### config.mk
export PLATFORM = sky130hd
export DESIGN_NAME = refinement_level_balance
export DESIGN_NICKNAME = d
export VERILOG_FILES = /design/src/rtl/rlb_pkg.sv /design/src/rtl/refinement_level_balance.sv /design/src/rtl/rlb_balance.sv /design/src/rtl/rlb_pass.sv /design/src/rtl/rlb_finish.sv
export SDC_FILE = /design/constraint.sdc
export NUM_CORES = 1
export LEC_CHECK = 0
export BUFFER_PORTS_ARGS = -buffer_cell sky130_fd_sc_hd__clkbuf_2
export CAP_MARGIN = 20
export CELL_PAD_IN_SITES_DETAIL_PLACEMENT = 0
export CELL_PAD_IN_SITES_GLOBAL_PLACEMENT = 1
export CORE_MARGIN = 5
export CORE_UTILIZATION = 45
export DETAILED_ROUTE_END_ITERATION = 10
export GPL_ROUTABILITY_DRIVEN = 0
export PLACE_DENSITY = 0.78
export RECOVER_POWER = 100
export SLEW_MARGIN = 30
export SYNTH_ARGS = -nofsm -noshare
export SYNTH_HDL_FRONTEND = slang
export SYNTH_SLANG_ARGS = --single-unit
### constraint.sdc
create_clock -name aclk -period 9.1 [get_ports aclk]
set_input_delay 0.455 -clock aclk [delete_from_list [all_inputs] [get_ports aclk]]
set_output_delay 0.455 -clock aclk [all_outputs]
set_load 0.02 [all_outputs]
### src/rtl/rlb_pkg.sv
// Shared types, constants and helper functions for the refinement level balance pipeline.
`timescale 1ns / 1ps

package rlb_pkg;

    localparam int LEVEL_BITS = 4;
    localparam int NUM_DIRS   = 3;
    localparam int NUM_TAN    = 4;

    // conflict fix passes; three zero enough levels for a cell or a direction to run dry
    localparam int NUM_PASSES = 3;

    // mode codes
    localparam logic MODE_TWO_SIDED = 1'b0;
    localparam logic MODE_ONE_SIDED = 1'b1;

    // direction indexes
    localparam int DIR_ALPHA = 0;
    localparam int DIR_BETA  = 1;
    localparam int DIR_GAMMA = 2;

    // slots of the four tangential levels
    localparam int TAN_CELL_A = 0;
    localparam int TAN_CELL_B = 1;
    localparam int TAN_NEI_A  = 2;
    localparam int TAN_NEI_B  = 3;

    // last face index of each tangential pair
    localparam logic [2:0] FACE_LAST_AB = 3'd1;
    localparam logic [2:0] FACE_LAST_BG = 3'd3;
    localparam logic [2:0] FACE_LAST_AG = 3'd5;

    typedef logic [LEVEL_BITS-1:0] rlb_level_t;

    typedef enum logic [1:0] {
        PAIR_AB,
        PAIR_BG,
        PAIR_AG,
        PAIR_NONE
    } rlb_pair_t;

    // one input word as it enters the pipeline
    typedef struct packed {
        logic                         mode;
        logic [2:0]                   face;
        rlb_level_t [NUM_DIRS-1:0]    c;
        rlb_level_t [NUM_DIRS-1:0]    n;
    } rlb_input_t;

    // working item carried between the stages
    typedef struct packed {
        logic                         mode;
        rlb_pair_t                    pair;
        rlb_level_t [NUM_DIRS-1:0]    c0;
        rlb_level_t [NUM_DIRS-1:0]    n0;
        rlb_level_t [NUM_DIRS-1:0]    c;
        rlb_level_t [NUM_DIRS-1:0]    n;
        rlb_level_t [NUM_TAN-1:0]     v;
        rlb_level_t                   total;
        logic                         done;
    } rlb_item_t;

    // one result word
    typedef struct packed {
        rlb_level_t [NUM_DIRS-1:0]    c;
        rlb_level_t [NUM_DIRS-1:0]    n;
        logic                         changed;
    } rlb_result_t;

    // first direction index of a tangential pair
    function automatic int pair_dir_a(input rlb_pair_t pair);
        case (pair)
            PAIR_AB: pair_dir_a = DIR_ALPHA;
            PAIR_BG: pair_dir_a = DIR_BETA;
            PAIR_AG: pair_dir_a = DIR_ALPHA;
            default: pair_dir_a = DIR_ALPHA;
        endcase
    endfunction

    // second direction index of a tangential pair
    function automatic int pair_dir_b(input rlb_pair_t pair);
        case (pair)
            PAIR_AB: pair_dir_b = DIR_BETA;
            PAIR_BG: pair_dir_b = DIR_GAMMA;
            PAIR_AG: pair_dir_b = DIR_GAMMA;
            default: pair_dir_b = DIR_BETA;
        endcase
    endfunction

endpackage

### src/rtl/refinement_level_balance.sv
// Top level of the refinement level balance pipeline.
//
// Usage: one word per shared face enters on the s_ channel (valid/ready):
// mode, face index, the cell's three levels and the neighbor's three levels
// in the cell frame. One result word leaves on the m_ channel (valid/ready)
// with the six balanced levels and a changed flag.
// The pipeline has five register stages: the 2:1 rule, three passes of the
// conflict fix (at most three passes can subtract anything before a cell or
// a direction runs dry) and the final raise and compare.
// Throughput is one word per cycle while m_ready is high; every stage holds
// one word and moves it on whenever the next stage is empty or moving.
// Reset (aresetn low at a clock edge) clears all valid bits; words in flight
// are dropped. When the receiver holds m_ready low the result stays on the
// port, the stages fill up behind it, and s_ready falls once all five stages
// are full; nothing is lost or repeated.
`timescale 1ns / 1ps

module refinement_level_balance (
    input  logic                      aclk,
    input  logic                      aresetn,
    input  logic                      s_valid,
    output logic                      s_ready,
    input  logic                      s_mode,
    input  logic [2:0]                s_face_index,
    input  logic [rlb_pkg::LEVEL_BITS-1:0] s_cell_alpha,
    input  logic [rlb_pkg::LEVEL_BITS-1:0] s_cell_beta,
    input  logic [rlb_pkg::LEVEL_BITS-1:0] s_cell_gamma,
    input  logic [rlb_pkg::LEVEL_BITS-1:0] s_nei_alpha,
    input  logic [rlb_pkg::LEVEL_BITS-1:0] s_nei_beta,
    input  logic [rlb_pkg::LEVEL_BITS-1:0] s_nei_gamma,
    output logic                      m_valid,
    input  logic                      m_ready,
    output logic [rlb_pkg::LEVEL_BITS-1:0] m_new_cell_alpha,
    output logic [rlb_pkg::LEVEL_BITS-1:0] m_new_cell_beta,
    output logic [rlb_pkg::LEVEL_BITS-1:0] m_new_cell_gamma,
    output logic [rlb_pkg::LEVEL_BITS-1:0] m_new_nei_alpha,
    output logic [rlb_pkg::LEVEL_BITS-1:0] m_new_nei_beta,
    output logic [rlb_pkg::LEVEL_BITS-1:0] m_new_nei_gamma,
    output logic                      m_changed
);

    rlb_pkg::rlb_input_t  in_word;
    rlb_pkg::rlb_result_t out_word;
    rlb_pkg::rlb_item_t   item   [rlb_pkg::NUM_PASSES+1];
    logic                 valid  [rlb_pkg::NUM_PASSES+1];
    logic                 ready  [rlb_pkg::NUM_PASSES+1];

    // pack the input word
    always_comb begin
        in_word.mode = s_mode;
        in_word.face = s_face_index;
        in_word.c[rlb_pkg::DIR_ALPHA] = s_cell_alpha;
        in_word.c[rlb_pkg::DIR_BETA]  = s_cell_beta;
        in_word.c[rlb_pkg::DIR_GAMMA] = s_cell_gamma;
        in_word.n[rlb_pkg::DIR_ALPHA] = s_nei_alpha;
        in_word.n[rlb_pkg::DIR_BETA]  = s_nei_beta;
        in_word.n[rlb_pkg::DIR_GAMMA] = s_nei_gamma;
    end

    rlb_balance u_balance (
        .aclk      (aclk),
        .aresetn   (aresetn),
        .in_valid  (s_valid),
        .in_ready  (s_ready),
        .in_word   (in_word),
        .out_valid (valid[0]),
        .out_ready (ready[0]),
        .out_item  (item[0])
    );

    // chain of conflict passes
    for (genvar p = 0; p < rlb_pkg::NUM_PASSES; p++) begin : g_pass
        rlb_pass u_pass (
            .aclk      (aclk),
            .aresetn   (aresetn),
            .in_valid  (valid[p]),
            .in_ready  (ready[p]),
            .in_item   (item[p]),
            .out_valid (valid[p+1]),
            .out_ready (ready[p+1]),
            .out_item  (item[p+1])
        );
    end

    rlb_finish u_finish (
        .aclk      (aclk),
        .aresetn   (aresetn),
        .in_valid  (valid[rlb_pkg::NUM_PASSES]),
        .in_ready  (ready[rlb_pkg::NUM_PASSES]),
        .in_item   (item[rlb_pkg::NUM_PASSES]),
        .out_valid (m_valid),
        .out_ready (m_ready),
        .out_word  (out_word)
    );

    // unpack the result word
    assign m_new_cell_alpha = out_word.c[rlb_pkg::DIR_ALPHA];
    assign m_new_cell_beta  = out_word.c[rlb_pkg::DIR_BETA];
    assign m_new_cell_gamma = out_word.c[rlb_pkg::DIR_GAMMA];
    assign m_new_nei_alpha  = out_word.n[rlb_pkg::DIR_ALPHA];
    assign m_new_nei_beta   = out_word.n[rlb_pkg::DIR_BETA];
    assign m_new_nei_gamma  = out_word.n[rlb_pkg::DIR_GAMMA];
    assign m_changed        = out_word.changed;

endmodule

### src/rtl/rlb_balance.sv
// First stage: per-direction 2:1 rule and selection of the tangential levels.
`timescale 1ns / 1ps

module rlb_balance (
    input  logic                aclk,
    input  logic                aresetn,
    input  logic                in_valid,
    output logic                in_ready,
    input  rlb_pkg::rlb_input_t in_word,
    output logic                out_valid,
    input  logic                out_ready,
    output rlb_pkg::rlb_item_t  out_item
);

    logic               valid_reg;
    rlb_pkg::rlb_item_t item_reg;
    rlb_pkg::rlb_item_t item_next;

    // advance when the stage is empty or its word moves on
    assign in_ready  = !valid_reg || out_ready;
    assign out_valid = valid_reg;
    assign out_item  = item_reg;

    // apply the 2:1 rule and gather the tangential levels
    always_comb begin
        logic [rlb_pkg::LEVEL_BITS:0] cw;
        logic [rlb_pkg::LEVEL_BITS:0] nw;
        int                           da;
        int                           db;
        item_next       = '0;
        item_next.mode  = in_word.mode;
        item_next.c0    = in_word.c;
        item_next.n0    = in_word.n;
        item_next.c     = in_word.c;
        item_next.n     = in_word.n;
        for (int d = 0; d < rlb_pkg::NUM_DIRS; d++) begin
            cw = {1'b0, in_word.c[d]};
            nw = {1'b0, in_word.n[d]};
            if (nw > cw + 1'b1) begin
                item_next.c[d] = in_word.n[d] - 1'b1;
            end else if (in_word.mode == rlb_pkg::MODE_TWO_SIDED && cw > nw + 1'b1) begin
                item_next.n[d] = in_word.c[d] - 1'b1;
            end
        end
        if (in_word.face <= rlb_pkg::FACE_LAST_AB) begin
            item_next.pair = rlb_pkg::PAIR_AB;
        end else if (in_word.face <= rlb_pkg::FACE_LAST_BG) begin
            item_next.pair = rlb_pkg::PAIR_BG;
        end else if (in_word.face <= rlb_pkg::FACE_LAST_AG) begin
            item_next.pair = rlb_pkg::PAIR_AG;
        end else begin
            item_next.pair = rlb_pkg::PAIR_NONE;
        end
        da = rlb_pkg::pair_dir_a(item_next.pair);
        db = rlb_pkg::pair_dir_b(item_next.pair);
        item_next.v[rlb_pkg::TAN_CELL_A] = item_next.c[da];
        item_next.v[rlb_pkg::TAN_CELL_B] = item_next.c[db];
        item_next.v[rlb_pkg::TAN_NEI_A]  = item_next.n[da];
        item_next.v[rlb_pkg::TAN_NEI_B]  = item_next.n[db];
        item_next.total = '0;
        // no tangential pair: skip the conflict fix
        item_next.done  = (item_next.pair == rlb_pkg::PAIR_NONE);
    end

    // hold the valid bit
    always_ff @(posedge aclk) begin
        if (!aresetn) begin
            valid_reg <= 1'b0;
        end else if (in_ready) begin
            valid_reg <= in_valid;
        end
    end

    // load the word
    always_ff @(posedge aclk) begin
        if (in_valid && in_ready) begin
            item_reg <= item_next;
        end
    end

endmodule

### src/rtl/rlb_pass.sv
// One pass of the conflict fix: subtract the least nonzero tangential level.
`timescale 1ns / 1ps

module rlb_pass (
    input  logic               aclk,
    input  logic               aresetn,
    input  logic               in_valid,
    output logic               in_ready,
    input  rlb_pkg::rlb_item_t in_item,
    output logic               out_valid,
    input  logic               out_ready,
    output rlb_pkg::rlb_item_t out_item
);

    logic                logic_stop;
    logic                valid_reg;
    rlb_pkg::rlb_item_t  item_reg;
    rlb_pkg::rlb_item_t  item_next;
    rlb_pkg::rlb_level_t least;

    assign in_ready  = !valid_reg || out_ready;
    assign out_valid = valid_reg;
    assign out_item  = item_reg;

    // stop once a cell or a direction has both levels at zero
    always_comb begin
        logic [rlb_pkg::NUM_TAN-1:0] z;
        for (int i = 0; i < rlb_pkg::NUM_TAN; i++) begin
            z[i] = (in_item.v[i] == '0);
        end
        logic_stop = in_item.done
            || (z[rlb_pkg::TAN_CELL_A] && z[rlb_pkg::TAN_CELL_B])
            || (z[rlb_pkg::TAN_NEI_A]  && z[rlb_pkg::TAN_NEI_B])
            || (z[rlb_pkg::TAN_CELL_A] && z[rlb_pkg::TAN_NEI_A])
            || (z[rlb_pkg::TAN_CELL_B] && z[rlb_pkg::TAN_NEI_B]);
    end

    // find the least nonzero level
    always_comb begin
        logic found;
        found = 1'b0;
        least = '0;
        for (int i = 0; i < rlb_pkg::NUM_TAN; i++) begin
            if (in_item.v[i] != '0 && (!found || in_item.v[i] < least)) begin
                least = in_item.v[i];
                found = 1'b1;
            end
        end
    end

    // unless stopped, subtract it from all four and add it to the total
    always_comb begin
        item_next = in_item;
        if (logic_stop) begin
            item_next.done = 1'b1;
        end else begin
            item_next.total = in_item.total + least;
            for (int i = 0; i < rlb_pkg::NUM_TAN; i++) begin
                item_next.v[i] = (in_item.v[i] > least) ? in_item.v[i] - least : '0;
            end
        end
    end

    always_ff @(posedge aclk) begin
        if (!aresetn) begin
            valid_reg <= 1'b0;
        end else if (in_ready) begin
            valid_reg <= in_valid;
        end
    end

    always_ff @(posedge aclk) begin
        if (in_valid && in_ready) begin
            item_reg <= item_next;
        end
    end

    // a finished word keeps its total
    a_done_total: assert property (@(posedge aclk) disable iff (!aresetn)
        (in_valid && in_ready && in_item.done) |=> (out_item.total == $past(in_item.total)))
        else $error("conflict total changed after the fix finished");

    // a live pass always grows the total
    a_live_grows: assert property (@(posedge aclk) disable iff (!aresetn)
        (in_valid && in_ready && !logic_stop) |=> (out_item.total > $past(in_item.total)))
        else $error("conflict pass did not grow the total");

    // an accepted word shows up at the stage output
    a_accept_valid: assert property (@(posedge aclk) disable iff (!aresetn)
        (in_valid && in_ready) |=> out_valid)
        else $error("accepted word lost in conflict pass");

endmodule

### src/rtl/rlb_finish.sv
// Last stage: raise the tangential levels to the total and flag changes.
`timescale 1ns / 1ps

module rlb_finish (
    input  logic                 aclk,
    input  logic                 aresetn,
    input  logic                 in_valid,
    output logic                 in_ready,
    input  rlb_pkg::rlb_item_t   in_item,
    output logic                 out_valid,
    input  logic                 out_ready,
    output rlb_pkg::rlb_result_t out_word
);

    logic                 valid_reg;
    rlb_pkg::rlb_result_t word_reg;
    rlb_pkg::rlb_result_t word_next;

    assign in_ready  = !valid_reg || out_ready;
    assign out_valid = valid_reg;
    assign out_word  = word_reg;

    // raise, restore the neighbor in one-sided mode, compare
    always_comb begin
        logic [rlb_pkg::NUM_DIRS-1:0] tan;
        logic                         chg;
        tan = '0;
        chg = 1'b0;
        if (in_item.pair != rlb_pkg::PAIR_NONE) begin
            tan[rlb_pkg::pair_dir_a(in_item.pair)] = 1'b1;
            tan[rlb_pkg::pair_dir_b(in_item.pair)] = 1'b1;
        end
        word_next = '0;
        for (int d = 0; d < rlb_pkg::NUM_DIRS; d++) begin
            word_next.c[d] = (tan[d] && in_item.c[d] < in_item.total)
                ? in_item.total : in_item.c[d];
            word_next.n[d] = (tan[d] && in_item.n[d] < in_item.total)
                ? in_item.total : in_item.n[d];
            if (in_item.mode == rlb_pkg::MODE_ONE_SIDED) begin
                word_next.n[d] = in_item.n0[d];
            end
            if (word_next.c[d] != in_item.c0[d] || word_next.n[d] != in_item.n0[d]) begin
                chg = 1'b1;
            end
        end
        word_next.changed = chg;
    end

    always_ff @(posedge aclk) begin
        if (!aresetn) begin
            valid_reg <= 1'b0;
        end else if (in_ready) begin
            valid_reg <= in_valid;
        end
    end

    always_ff @(posedge aclk) begin
        if (in_valid && in_ready) begin
            word_reg <= word_next;
        end
    end

endmodule
# After elaboration in Yosys (flattened, before gate mapping)
# Cells that the tools add are included.
totals:
  ff_bits: 297
  inputBits: 32
  output_inout_bits: 27
  elab_cells: 344
op_classes:
  addsub: 22
  magnitude_cmp: 38
  eq_ne: 12
  mux: 77
  n_bitwise: 2
  reduce_logical: 107
ops:
  columns: ["cell", "count"]
  rows:
  - ["2-to-1 mux 4 bit", 47]
  - ["greater-or-equal comparator 32 x 1 -> 1 bit, second input constant", 2]
  - ["< comparator 32 x 4 -> 1 bit, second input constant", 2]
  - ["2-to-1 mux 32 bit", 2]
  - ["< comparator 4 bit", 15]
  - ["logical NOT 4 bit", 12]
  - ["nonzero test 4 bit", 12]
  - ["2-to-1 mux 20 bit", 2]
  - ["logical AND 1 bit", 37]
  - ["binary-select mux 4 bit (select 2 bit)", 4]
  - ["greater-than comparator 4 bit", 8]
  - ["subtractor 4 bit", 8]
  - ["adder 4 x 1 -> 5 bit, second input constant", 6]
  - ["greater-than comparator 4 x 5 -> 1 bit", 6]
  - ["logical OR 1 bit", 29]
  - ["!= test 4 bit", 6]
  - ["subtractor 4 x 1 -> 4 bit, second input constant", 6]
  - ["2-to-1 mux 1 bit", 15]
  - ["logical NOT 1 bit", 14]
  - ["adder 4 bit", 2]
  - ["2-to-1 mux 2 bit", 4]
  - ["== test 2 bit, second input constant", 3]
  - ["OR reduction 2 bit", 3]
  - ["demux 1 bit (select 2 bit)", 2]
  - ["other kinds (10)", 11]

# Longest topological paths before layout
depth:
  word_depth: 17
  mapped_depth: 30
  depth_no_buf: 30

# By module
# From an unflattened synthesis, not the netlist that was laid out.
hier_totals:
  cells_unflattened: 1432
  area_unflattened_um2: 17648.2
by_module_without_submodules:
  columns: ["mod", "instances", "cells_per_inst", "area_per_inst_um2", "seq_area_each_um2"]
  rows:
  - ["rlb_balance", 1, 343, 4082.7, 2062.0]
  - ["rlb_pass (g_pass[2].u_pass)", 1, 274, 3711.1, 2182.1]
  - ["rlb_pass (g_pass[1].u_pass)", 1, 276, 3664.8, 2182.1]
  - ["rlb_pass (g_pass[0].u_pass)", 1, 262, 3639.7, 2182.1]
  - ["rlb_finish", 1, 277, 2549.9, 770.7]

# Least setup slack after synthesis
# Ideal clock, no wire load.
synth_path:
  path_kind: "flip-flop to flip-flop"
  start: "register u_finish.valid_reg (netlist: u_finish.out_valid)"
  end: "register g_pass[0].u_pass.item_reg (netlist bit g_pass[0].u_pass.out_item[0]) (enable)"
  setup_time_ns: 0.612
  t_arrival_ns: 6.106
  required_ns: 8.488
  slack_ns: 2.382
  stages_incl_launch_ff: 5
  path_buffers: 1
  synth_period_minus_slack_ns: 6.718
  cell_sequence: "dfxtp_1 nor2b_1 and3_1 clkbuf_1 a21boi_0"
synth_via:
  elab_chain_cells: 6
synth_lines:
  columns: ["item", "line", "source"]
  rows:
  - ["start, declared", "rlb_finish.sv:15", "logic valid_reg;"]
  - ["start signal, assigned", "rlb_finish.sv:53", "valid_reg <= in_valid;"]
  - ["logical NOT 1 bit", "rlb_finish.sv:19", "assign in_ready = !valid_reg || out_ready;"]
  - ["logical OR 1 bit", "rlb_finish.sv:19", null]
  - ["logical OR 1 bit (3 in a row)", "rlb_pass.sv:21", "assign in_ready = !valid_reg || out_ready;"]
  - ["logical AND 1 bit", "rlb_pass.sv:73", "if (in_valid && in_ready) begin"]
  - ["end signal, assigned", "rlb_pass.sv:74", "item_reg <= item_next;"]
  - ["end, declared", "rlb_pass.sv:17", "rlb_pkg::rlb_item_t item_reg;"]
# Every way passes these cells.
# A chain may end at the register's enable or synchronous reset.

==> metrics.md <==
| Metric | Value |
|---|---|
| Outcome | `finished, violations left` |
| Violations in the final reports | `max-capacitance violations, max-slew violations` |
| Min cycle time layout | `7380 ps` |
| Area growth from synthesis to final layout | `11.4%` |
| Area share of xor/xnor cells in the synthesized design | `0.0329` |
| Proportion of synthesized area in mux cells | `0.0540` |
| Area share of and/or/nand/nor cells after synthesis | `0.0745` |
| Clock latency of the later-clocked register in the worst-skew pair | `570 ps` |
| Clock root cell | `clkbuf_16` |
| Worst rel slew slack | `-1.53` |
| Summed instance area of the synthesized netlist | `0.0152 mm^2` |
| Global router's overall resource usage | `0.152` |
| DR vias/cell | `between 5 and 6` |
| Rows | `67` |
| Worst IR Drop VDD | `0.147 mV` |
| Capturing element type of the critical path | `flip-flop` |
| Total via count after detailed routing | `8662` |
| Remaining antenna violation count after routing | `0` |
| Routed length per instance | `~17 um` |
| Seq/Total Area, Yosys | `0.584` |
| Initial DRT Pass Iterations | `5` |
| Number of instances in the synthesized netlist | `roughly 1100` |
| Number of max-cap violations | `6` |
| Post-CTS clock slew at the launch and capture registers of the worst setup and hold paths | `60 ps` |
| Die Width | `~190 um` |
| PwrDens | `between 200 and 300 mW/mm^2` |
| Worst endpoint data arrival time | `~7700 ps` |
| Fraction of the mapped netlist area in adder cells | `0.115` |
| TritonCTS clock tree | `done` |
| Hold Vio Cnt, Final | `0` |
| Number of standard cells in the layout, taps in and fillers out | `1656` |
| PortBufs | `58` |
| #FFs+latches synth | `~300` |
| Wire length of the first global-routing pass | `approximately 47000 um` |
| Share of post-route cells with drive strength above 1 | `0.0745` |
| Count of different cell masters after synthesis | `77` |
| Starting utilization of the core area | `0.454` |
| Antenna violations before repair | `0` |
| Most common cell after layout, fill and taps aside | `edfxtp_1` |
| DRC errors left | `0` |
| Number of flops mapped to enable cells by yosys | `292` |
| Antenna diode instance count | `0` |
| Combinational family with the most area after synthesis | `adder cells` |
| Overall routed net length | `~29000 um` |
| Max FO, Critical Path | `7` |
| Avg Synthesized Cell Area | `about 14 um^2` |
| Ys async rst share | `0` |
| Placed cell areas | `0.0161 mm^2` |
| Max Transition Viols Final | `around 280` |
| Ratio of final minimum period to clock period | `0.811` |
| Full die area | `~0.038 mm^2` |
| Starting DRT DRC Count | `about 550` |
| IO Pins | `slightly below 60` |
| Vias in the first global route | `about 8600` |
| RSZ-0062 raised after global routing | `no` |
| Post-DP HPWL | `between 20000 and 25000 um` |
| Achievable frequency | `~0.14 GHz` |
| Total of hold buffers inserted after clock tree synthesis | `0` |
| Syn Nets | `1277` |
| Classification of the worst setup path | `flip-flop to flip-flop` |
| Transition time at the pin with the least slew margin | `around 3800 ps` |
| Pin count of the biggest net entering global routing | `73` |
| Leakage power of the design | `~0.0064 uW` |
| Design Power | `between 4000 and 5000 uW` |
| Final layout net count | `around 1400` |
| Buffers inserted by post-CTS timing repair | `0` |
| Most frequent cells in the layout | `292 x edfxtp_1, 123 x ha_1, 90 x inv_1` |
| CTS Sinks | `~300` |
| Clock skew after layout | `~49 ps` |
| Final Util | `0.506` |
| H-tree depth reported by CTS | `1` |
| Hold Crit Class | `input port to flip-flop` |
| Max clock buf depth | `3` |
| Count of cells resized by post-cts repair | `0` |
| Setup TNS | `0 ps` |
| Final design area excluding fillers | `roughly 0.017 mm^2` |
| Setup Viol. Count Final | `0` |
| Most instantiated flip-flop cell in the synthesis netlist | `edfxtp_1` |
| Number of instances in the placed design | `approximately 1600` |
| Global route overflow | `0` |
| Number of warnings reported in the yosys synthesis log | `0` |
| Fraction of the mapped netlist area in compound gates | `0.112` |
| Floorplan die height | `between 150 and 200 um` |
| TritonCTS buffer count | `28` |
| Standard cell core area | `between 0.03 and 0.04 mm^2` |
| Startpoint type of the worst setup path | `flip-flop` |
| Required time of the critical path | `~9400 ps` |
==> final timing paths <==
kind | from | endpoint | slack, ps | cells past startpoint
max | g_pass[0].u_pass.out_item[9] | g_pass[1].u_pass.out_item[20] | 1720 | 23
min | aresetn | g_pass[1].u_pass.out_valid | 140 | 2
max reg2reg | g_pass[0].u_pass.out_item[9] | g_pass[1].u_pass.out_item[20] | 1720 | 23
min reg2reg | g_pass[1].u_pass.out_item[38] | g_pass[2].u_pass.out_item[38] | 380 | 0
==> per-stage QoR <==
| step | worst slack (ps) | hold WS, ps |
|---|---|---|
| floorplan | 2380 | 400 |
| global placement | 2690 | 402 |
| detailed placement | 2400 | 405 |
| CTS | 2400 | 93.0 |
| global route | 1160 | 136 |
| finish | 1720 | 137 |
==> cells in the mapped netlist (6+ instances only) <==
library cell | count | area share
a211oi_1 | 6 | 0.0030
o22ai_1 | 8 | 0.0033
inv_1 | 90 | 0.022
nand3_1 | 15 | 0.0049
nand4_1 | 11 | 0.0045
o31ai_1 | 12 | 0.0059
o21a_1 | 10 | 0.0049
a31oi_1 | 11 | 0.0045
xnor2_1 | 32 | 0.018
fa_1 | 10 | 0.013
nand2_1 | 54 | 0.013
ha_1 | 123 | 0.10
o21ai_0 | 30 | 0.0099
nand3b_1 | 7 | 0.0035
nor3_1 | 9 | 0.0030
mux2i_1 | 38 | 0.025
a21o_1 | 29 | 0.014
nor2b_1 | 21 | 0.0087
edfxtp_1 | 292 | 0.58
o21ai_1 | 12 | 0.0040
nor4_1 | 12 | 0.0049
xor2_1 | 25 | 0.014
mux2_2 | 36 | 0.027
nand2b_1 | 27 | 0.011
clkbuf_1 | 16 | 0.0040
a21oi_1 | 38 | 0.013
a22o_1 | 18 | 0.010
nor2_1 | 25 | 0.0062
==> layout make-up <==
class | instances | area, um^2
multi-input combinational | 703 | 5870
tap | 448 | 561
clock buffer | 39 | 792
inverter | 92 | 345
sequential | 297 | 8870
clock inverter | 13 | 224
timing repair buffer | 64 | 249
fill | 2839 | 16500
==> sequential cells by signal (all words and copies together) (netlist names) <==
register and cells:
u_finish.out_word 25, u_balance.out_item 68, u_balance.out_valid 1, g_pass.u_pass.out_valid 3
u_finish.out_valid 1, g_pass.u_pass.out_item 199
==> logic make-up (layout without fill, tap and decap cells) <==
logic type / count (synthesis) / count (layout)
muxes: 77 / 77
DFF: 297 / 297
buffers and inverters: 112 / 208
adders and majority gates: 133 / 133
and+or+nand+nor: 204 / 204
xor gates and xnor gates: 57 / 57
AOI/OAI and AO/OA: 232 / 232
==> layer usage <==
layer	track usage	part of all wire
met5	0	0
met4	0.0380	0.020
met3	0.0181	0.037
met2	0.234	0.45
met1	0.232	0.50
==> worst max-delay path, stage by stage (launching register included) <==
cell      delay, ps
edfxtp_1        490
nor4_1         1010
o21bai_1        290
mux2i_1         150
ha_1            230
a211o_1         310
o41ai_1         430
and2b_4         270
mux2i_1         230
clkinv_1        120
ha_1            340
a21o_1          190
a21oi_1         150
a21oi_1         100
nor3_1          600
nand2_1         100
o21ai_0         470
inv_1           360
fa_1            540
a21o_1          190
a21oi_1         180
a41o_1          120
nor2_1           60
a22o_1          200
==> power by group <==
part	switching, uW	internal (uW)	total [uW]	leakage, uW
Sequential	67.4	1630	1690	0.00282
Combinational	852	694	1550	0.00313
Clock	486	753	1240	0.000490
No activity file was read; power rests on OpenSTA's default activity.
